<file path="src/rtl/hnp_pkg.sv">
// Shared types and constants of the hashed node pool.
package hnp_pkg;

   // Request codes on req_type.
   localparam logic [1:0] REQ_GET   = 2'd0;
   localparam logic [1:0] REQ_FIND  = 2'd1;
   localparam logic [1:0] REQ_CLEAR = 2'd2;

   // Result codes on rsp_status.
   localparam logic [2:0] ST_FOUND    = 3'd0;
   localparam logic [2:0] ST_INSERTED = 3'd1;
   localparam logic [2:0] ST_FULL     = 3'd2;
   localparam logic [2:0] ST_ABSENT   = 3'd3;
   localparam logic [2:0] ST_CLEARED  = 3'd4;

   // Steps of the key mixing sequence.
   localparam logic [1:0] HASH_STEP_A = 2'd0;
   localparam logic [1:0] HASH_STEP_B = 2'd1;
   localparam logic [1:0] HASH_STEP_C = 2'd2;

   localparam int KEY_W    = 64;
   localparam int LIMIT_W  = 11;
   localparam int STATUS_W = 3;
   localparam int CSR_ADDR_W = 3;
   localparam int CSR_DATA_W = 32;

   localparam logic [LIMIT_W-1:0] LIMIT_RESET = 11'd1024;

   // Register index taken from paddr[2].
   localparam logic REG_NODE_LIMIT = 1'b0;

   typedef struct packed {
      logic                load;        // capture the key of a new item
      logic                hash_en;     // run one mixing step
      logic [1:0]          hash_sel;    // which mixing step
      logic                head_read;   // read the bucket head
      logic                load_head;   // start the walk at the bucket head
      logic                follow_link; // advance to the next node of the chain
      logic                finish;      // commit the outcome and load the result
      logic [STATUS_W-1:0] outcome;
   } hnp_cmd_type;

   typedef struct packed {
      logic walk_end;   // chain exhausted at the current node
      logic key_match;  // current node holds the key
      logic pool_full;  // allocation count has reached the cap
   } hnp_status_type;

endpackage

</file>
<file path="src/rtl/hnp_ctrl.sv">
// Controller state machine of the hashed node pool.
module hnp_ctrl
   import hnp_pkg::*;
(
   input  logic           clock,
   input  logic           reset,
   input  logic           req_valid,
   input  logic [1:0]     req_type,
   output logic           req_stall,
   output logic           rsp_valid,
   input  logic           rsp_stall,
   input  hnp_status_type status,
   output hnp_cmd_type    cmd
);

   localparam logic [2:0] S_IDLE   = 3'd0;
   localparam logic [2:0] S_HASH   = 3'd1;
   localparam logic [2:0] S_HEAD   = 3'd2;
   localparam logic [2:0] S_LOAD   = 3'd3;
   localparam logic [2:0] S_READ   = 3'd4;
   localparam logic [2:0] S_CMP    = 3'd5;
   localparam logic [2:0] S_FINISH = 3'd6;

   logic [2:0]          state_ff, state_in;
   logic [1:0]          type_ff, type_in;
   logic [1:0]          step_ff, step_in;
   logic [STATUS_W-1:0] outcome_ff, outcome_in;
   logic                rsp_valid_ff, rsp_valid_in;
   logic                can_finish;

   assign req_stall  = (state_ff != S_IDLE);
   assign rsp_valid  = rsp_valid_ff;
   assign can_finish = !rsp_valid_ff || !rsp_stall;

   always_comb begin
      state_in     = state_ff;
      type_in      = type_ff;
      step_in      = step_ff;
      outcome_in   = outcome_ff;
      rsp_valid_in = rsp_valid_ff && rsp_stall;
      cmd          = '0;
      cmd.hash_sel = step_ff;
      cmd.outcome  = outcome_ff;
      case (state_ff)
         S_IDLE: begin
            if (req_valid) begin
               cmd.load = 1'b1;
               type_in  = req_type;
               step_in  = HASH_STEP_A;
               case (req_type)
                  REQ_GET, REQ_FIND: state_in = S_HASH;
                  REQ_CLEAR: begin
                     outcome_in = ST_CLEARED;
                     state_in   = S_FINISH;
                  end
                  default: begin
                     outcome_in = ST_ABSENT;
                     state_in   = S_FINISH;
                  end
               endcase
            end
         end
         S_HASH: begin
            cmd.hash_en = 1'b1;
            step_in     = step_ff + 2'd1;
            if (step_ff == HASH_STEP_C) begin
               state_in = S_HEAD;
            end
         end
         S_HEAD: begin
            cmd.head_read = 1'b1;
            state_in      = S_LOAD;
         end
         S_LOAD: begin
            cmd.load_head = 1'b1;
            state_in      = S_READ;
         end
         S_READ: begin
            if (status.walk_end) begin
               if (type_ff == REQ_FIND) begin
                  outcome_in = ST_ABSENT;
               end else if (status.pool_full) begin
                  outcome_in = ST_FULL;
               end else begin
                  outcome_in = ST_INSERTED;
               end
               state_in = S_FINISH;
            end else begin
               state_in = S_CMP;
            end
         end
         S_CMP: begin
            if (status.key_match) begin
               outcome_in = ST_FOUND;
               state_in   = S_FINISH;
            end else begin
               cmd.follow_link = 1'b1;
               state_in        = S_READ;
            end
         end
         S_FINISH: begin
            if (can_finish) begin
               cmd.finish   = 1'b1;
               rsp_valid_in = 1'b1;
               state_in     = S_IDLE;
            end
         end
         default: state_in = S_IDLE;
      endcase
   end

   always_ff @(posedge clock) begin
      if (reset) begin
         state_ff     <= S_IDLE;
         rsp_valid_ff <= 1'b0;
      end else begin
         state_ff     <= state_in;
         rsp_valid_ff <= rsp_valid_in;
      end
      type_ff    <= type_in;
      step_ff    <= step_in;
      outcome_ff <= outcome_in;
   end

endmodule

</file>
<file path="config.mk">
export PLATFORM = sky130hd
export DESIGN_NAME = hnp_ctrl
export DESIGN_NICKNAME = d
export VERILOG_FILES = /design/src/rtl/hnp_pkg.sv /design/src/rtl/hnp_ctrl.sv
export SDC_FILE = /design/constraint.sdc
export NUM_CORES = 1
export LEC_CHECK = 0
export ABC_CLOCK_PERIOD_IN_PS = 1800
export BUFFER_PORTS_ARGS = -buffer_cell sky130_fd_sc_hd__buf_2
export CORE_MARGIN = 2
export CORE_UTILIZATION = 40
export DETAILED_ROUTE_END_ITERATION = 10
export PLACE_DENSITY = 0.65
export SYNTH_ARGS = -nofsm -noshare
export SYNTH_HDL_FRONTEND = slang
export SYNTH_SLANG_ARGS = --single-unit
export TNS_END_PERCENT = 10
</file>
<file path="constraint.sdc">
create_clock -name clock -period 1.8 [get_ports clock]
set_input_delay 0.09 -clock clock [delete_from_list [all_inputs] [get_ports clock]]
set_output_delay 0.09 -clock clock [all_outputs]
set_load 0.005 [all_outputs]
</file>
==> results of run 1 <==
==> how the worst max path moves through the flow <==
stage,end,cells past startpoint
floorplan,state_ff[0],5
global placement,state_ff[0],3
detailed placement,outcome_ff[2],3
CTS,cmd[4],3
global route,cmd[4],3
finish,cmd[4],3
==> worst max-delay path: stages (launching register included) <==
cell      delay (ns)
dfxtp_1         0.65
nand2b_1        0.22
nor3_1          0.17
buf_2           0.14
==> synthesized netlist by cell type, types with 2 or more instances <==
master | count | area (sq um)
dfxtp_1 | 4 | 80.1
edfxtp_1 | 7 | 210
or3_1 | 2 | 12.5
o21ai_0 | 4 | 20.0
a21oi_1 | 3 | 15.0
inv_1 | 4 | 15.0
nor2_1 | 3 | 11.3
nand2_1 | 3 | 11.3
and3b_2 | 2 | 20.0
o31ai_1 | 2 | 15.0
nand2b_1 | 2 | 12.5
buf_6 | 2 | 22.5
nor3b_1 | 2 | 15.0
==> cell families (layout without fill, tap and decap cells) <==
family | count (synthesis) | count (layout) | share of synthesized area [%]
AO/OA/AOI/OAI | 17 | 17 | 19.6
buffers and inverters | 7 | 29 | 6.80
flip-flops | 11 | 11 | 46.4
adder cells (fa/ha/maj) | 1 | 1 | 2.00
AND/OR/NAND/NOR | 20 | 20 | 21.2
multiplexers | 2 | 2 | 4.00
==> layout make-up <==
class / instances / area [sq um]
Tap cell: 16 / 20.0
Inverter: 4 / 15.0
Timing Repair Buffer: 21 / 105
Fill cell: 147 / 739
Multi-Input combinational cell: 40 / 293
Sequential cell: 11 / 290
Clock buffer: 4 / 26.3
==> placed cells by master (no fill, tap or decap), drive strengths merged <==
cell type / instances
o311ai: 1
nand2b: 2
nor3: 1
a21oi: 4
and3: 1
and3b: 2
o31ai: 3
nor3b: 2
inv: 4
a211o: 1
edfxtp: 7
o32ai: 1
o21ai: 4
o21a: 1
mux2i: 1
or3: 2
nand2: 3
a41oi: 1
and2: 1
clkbuf: 4
buf: 21
dfxtp: 4
nand3b: 1
o21bai: 1
mux2: 1
ha: 1
nor2: 4
nor2b: 1
==> through the flow <==
| step | cell area (sq um) | power (mW) | hold slack, ns | worst slack [ns] | util (%) |
|---|---|---|---|---|---|
| 2_1_floorplan | 626 | 0.789 | 0.159 | 0.507 | - |
| 3_3_place_gp | 723 | 0.903 | 0.301 | 0.420 | 48.6 |
| 3_5_place_dp | 723 | 0.909 | 0.303 | 0.368 | 48.6 |
| 4_1_cts | 749 | 1.07 | 0.0281 | 0.277 | 50.3 |
| 5_1_grt | 749 | 1.17 | 0.0204 | 0.136 | 50.3 |
| 6_report | 749 | 1.06 | 0.0350 | 0.276 | 50.3 |
==> power by group through the flow <==
stage	clock network [mW]	registers, mW	logic (mW)
floorplan	0	0.430	0.359
global placement	0	0.492	0.411
detailed placement	0	0.498	0.411
CTS	0.168	0.492	0.412
global route	0.183	0.508	0.476
finish	0.161	0.491	0.409
==> state kept, by name, summed over array words and instances, names as in the netlist <==
register    flops
state_ff        3
type_ff         2
step_ff         2
outcome_ff      3
rsp_valid       1
==> routing by layer <==
layer,GRT usage [%],vias to the layer above,share of wire (%)
met2,20.6,19,44
met1,20.2,236,47
li1,-,258,-
met5,0,-,0
met3,4.17,2,8.2
met4,9.09,0,0.75
==> metrics, run 1 <==
sequential fraction of the synthesis area 46.4%; Worst R2R Setup Slack 0.36 ns; Most used DFF post-synth edfxtp_1; leakage power 0.348 nW; fmax 656 MHz; Layout Cells excl Fill 96; row count 14; max cap viols 0; Hold EP type_ff[0]; port buffer count 21; postcts setup bufs 0; FFs w/ async S/R, synth 0%; clock skew 0.00426 ns; worst slew pin tran 0.522 ns; largest net degree at the start of global routing 15; crit path time final 1.52 ns; Die ar. 1900 sq um; DP HPWL 928 microns; Inserted Diodes 0; WHS Path Cells 1; routability-driven placement congestion ratio 0.831; CTS Buf Count 3; Synth cell types 31; die width 43.5 microns; cell area after synthesis 626 sq um; first-pass GRT wire length 2.01 mm; final hold violation count 0; worst reg2reg path depth 3; fin crit share 84.7%; H-tree lvl count 1; worst-path fanout max 14; EDFF count, synth 7; Max VDD drop 0.543 mV; Crit path required time 1.71 ns; #FFs+latches synth 11; Cell Pwr Density 1420 nW/um^2; area grow syn2layout 19.8%; number of remaining DRC errors 0; Slew Limit Fails 0; Vias 515; Placed Cells 92; root buf cell clkbuf_4; Reg clk slew, reported paths 0.07 ns; total grt overflow 0; layout cells sized above 1 40.0%; CTS tree yes; Worst-Skew Late Latency 0.26 ns; r2r endpoint outcome_ff[2]; post-CTS sizing 0; Antenna Nets Post-Route 0; Internal 0.674 mW; Flop pwr share 46.3%; Synth Warn # 0; syn avg cell area 10.8 sq um; clock tree sinks 11; Worst EP arrival 1.43 ns; Max-slew headroom 65.1%; NetSw 0.387 mW; worst hold path type in -> reg; final WL 1.20 mm; Synth Instances 58; GR Util All Layers 14.8%; Syn Nets 68; Avg WL per Cell 12.5 microns; Worst Hold Launch req_type[0]; Setup crit start kind register; status completed; Initial Util 42.0%; clock share of power 15.2%; Comb power frac 38.6%; initial antenna violation count 0; final setup fails 0; Chip Height 43.5 microns; Vias/cell 5.36; I/O pin total 22; vias in the first global route 456; RSZ-0062 raised after global routing no; worst r2r src state_ff[0]; Setup crit start state_ff[2]; switching share of power 36.5%; Hold-fix buffers, CTS 0; nets@finish 91; drt pass-1 iters 4; CTS max path bufs 2; critical path endpoint category primary output; DR iter-0 viols 11; Core Box Area 1490 sq um; WS Path Type reg -> out; setup TNS 0 ns
Note: power is estimated with default switching activity, not from simulation.
==> run 2: changes to the inputs <==
Settings changed: ABC_AREA set to 1, ABC_CLOCK_PERIOD_IN_PS 1800 to 1580.
Clock period 1.8 ns to 1.58 ns, I/O delays scaled along.
==> run 2 against run 1 <==
Clock skew decreased by 0.0032 ns. Die area increased by 0.92%. Combinational power increased by 84%. First-iteration DRC count increased by 64%. Synthesized area increased by 1.0%. Synthesized cell count increased by 40%. Via count increased by 14%. Wire length increased by 11%. Sequential power increased by 11%. Critical path depth increased by 1. Non-clock buffer count increased by 2. Clock power increased by 15%.
==> metrics, run 2 <==
status completed; Critical Path End cmd[10]; critical path endpoint category primary output; CP max stage delay 0.39 ns; Yosys top cell by area edfxtp_1; Avg WL per Cell 10.8 microns; max cap viols 0; total grt overflow 0; Hold-fix buffers, CTS 0; Inserted Diodes 0; fmax 676 MHz; commonest non-fill, non-tap cell in the layout buf_2; worst-path fanout max 7; final WL 1.33 mm; r2r endpoint outcome_ff[0]; layout cells sized above 1 35.2%; fin util 53.6%; H-tree lvl count 1; clock share of power 12.5%; Core Box Area 1490 sq um; syn avg cell area 7.80 sq um; fin crit share 93.6%; Flop pwr share 36.6%; Filler cells 141; most common cell in the netlist nand2_1; top cells by area, synth edfxtp_1 (33%), dfxtp_1 (13%), nand2_1 (10%); Vias 586; RSZ-0062 raised after global routing no; FFs w/ async S/R, synth 0%; Vias/cell 4.73; switching share of power 42.5%; worst r2r src state_ff[1]; Comb power frac 50.8%; pre-CTS setup slack 0.116 ns; final setup fails 0; Commonest cells post-synth nand2_1 (17), inv_1 (12), nor2_1 (12); Max-slew headroom 80.5%; post-CTS sizing 0; largest net degree at the start of global routing 8; Reg clk slew, reported paths 0.07 ns; DP HPWL 1.08 mm; WS Path Type reg -> out; final hold violation count 0; Worst R2R Setup Slack 0.11 ns; DR iter-0 viols 18; Largest regs outcome_ff x3, state_ff x3; routability-driven placement congestion ratio 0.780; die width 43.7 microns; Cell Pwr Density 1860 nW/um^2; Synth Warn # 0; CP cell instances nor2_2 > nand2_4 > nor2_1 > buf_2; Post-Place Cell Area 772 sq um; EDFF count, synth 7; root buf cell clkbuf_4; most frequent cells in the layout buf_2 (21), nand2_1 (17), inv_1 (12), nor2_1 (12), edfxtp_1 (7); Die ar. 1910 sq um; WP depth 4; row count 14; worst hold path type in -> reg; initial antenna violation count 0; CTS Buf Count 3; drt pass-1 iters 4; final worst slack 0.101 ns; Internal 0.852 mW; Design Area, Final 798 sq um; vias in the first global route 517; leakage power 0.419 nW; Reg area 290 sq um; crit path time final 1.48 ns; Max VDD drop 0.734 mV; worst slew pin tran 0.290 ns; Setup crit start kind register; Syn Nets 91; Crit path required time 1.50 ns; Initial Util 42.4%; Most used DFF post-synth edfxtp_1; sequential fraction of the synthesis area 45.9%; I/O pin total 22; Worst-Skew Late Latency 0.26 ns; setup TNS 0 ns; cell area after synthesis 632 sq um; CP max stage cell dfxtp_1; NetSw 0.629 mW; GR Util All Layers 15.9%; Chip Height 43.7 microns; Yosys top cell area share 33.3%; Antenna Nets Post-Route 0; #FFs+latches synth 11; postcts setup bufs 0; clock skew 0.00106 ns; area grow syn2layout 26.3%; area of the multi-input gates 282 sq um; Synth cell types 19; clock tree sinks 11; port buffer count 21; CTS tree yes; first-pass GRT wire length 2.17 mm; nets@finish 119; worst reg2reg path depth 6; CTS max path bufs 2; Top Family by Delay on Critical Path simple AND/OR/NAND/NOR gates; Worst EP arrival 1.40 ns; Slew Limit Fails 0; total power 1.48 mW; number of remaining DRC errors 0; Setup crit start state_ff[1]; crit path buf inv count 1; Synth Instances 81
-- run 2: routing by layer --
| layer | vias up | part of all wire, % | global-route usage (%) |
|---|---|---|---|
| li1 | 312 | - | - |
| met1 | 255 | 49 | 21.0 |
| met2 | 17 | 44 | 22.9 |
| met3 | 2 | 6.0 | 3.75 |
| met4 | 0 | 1.1 | 10.9 |
| met5 | - | 0 | 0 |
-- run 2: through the flow --
stage,hold slack (ns),instances
floorplan,0.148,81
global placement,0.274,120
detailed placement,0.272,120
CTS,0.000152,124
global route,0.00219,124
finish,0.00841,124
-- run 2: cells by family after synthesis --
| kind of cell | after synthesis | synth area share [%] |
|---|---|---|
| AO/OA/AOI/OAI | 9 | 7.52 |
| adder cells (fa/ha/maj) | 1 | 1.98 |
| buffers and inverters | 16 | 9.50 |
| flip-flops | 11 | 45.9 |
| AND/OR/NAND/NOR | 44 | 35.0 |
-- run 2: final cells by class --
cell class | count | area share, %
Inverter | 16 | 7.52
Sequential cell | 11 | 36.4
Clock buffer | 4 | 3.29
Multi-Input combinational cell | 54 | 35.3
Timing Repair Buffer | 23 | 15.0
Tap cell | 16 | 2.51
-- run 2: worst min-delay path by stage --
stage	from	end	slack (ns)	depth (start not counted)
2_1_floorplan	reset	rsp_valid	0.15	1
3_3_place_gp	req_type[1]	type_ff[1]	0.27	1
3_5_place_dp	req_type[1]	type_ff[1]	0.27	1
4_1_cts	req_type[1]	type_ff[1]	0.0002	1
5_1_grt	req_type[1]	type_ff[1]	0.002	1
6_report	req_type[1]	type_ff[1]	0.008	1
-- run 2: power by group through the flow --
stage,Sequential [mW],Combinational (mW),Clock (mW)
after floorplan,0.544,0.490,0
after global placement,0.543,0.746,0
after detailed placement,0.552,0.750,0
after CTS,0.544,0.758,0.196
after global routing,0.561,0.838,0.211
final,0.543,0.753,0.185
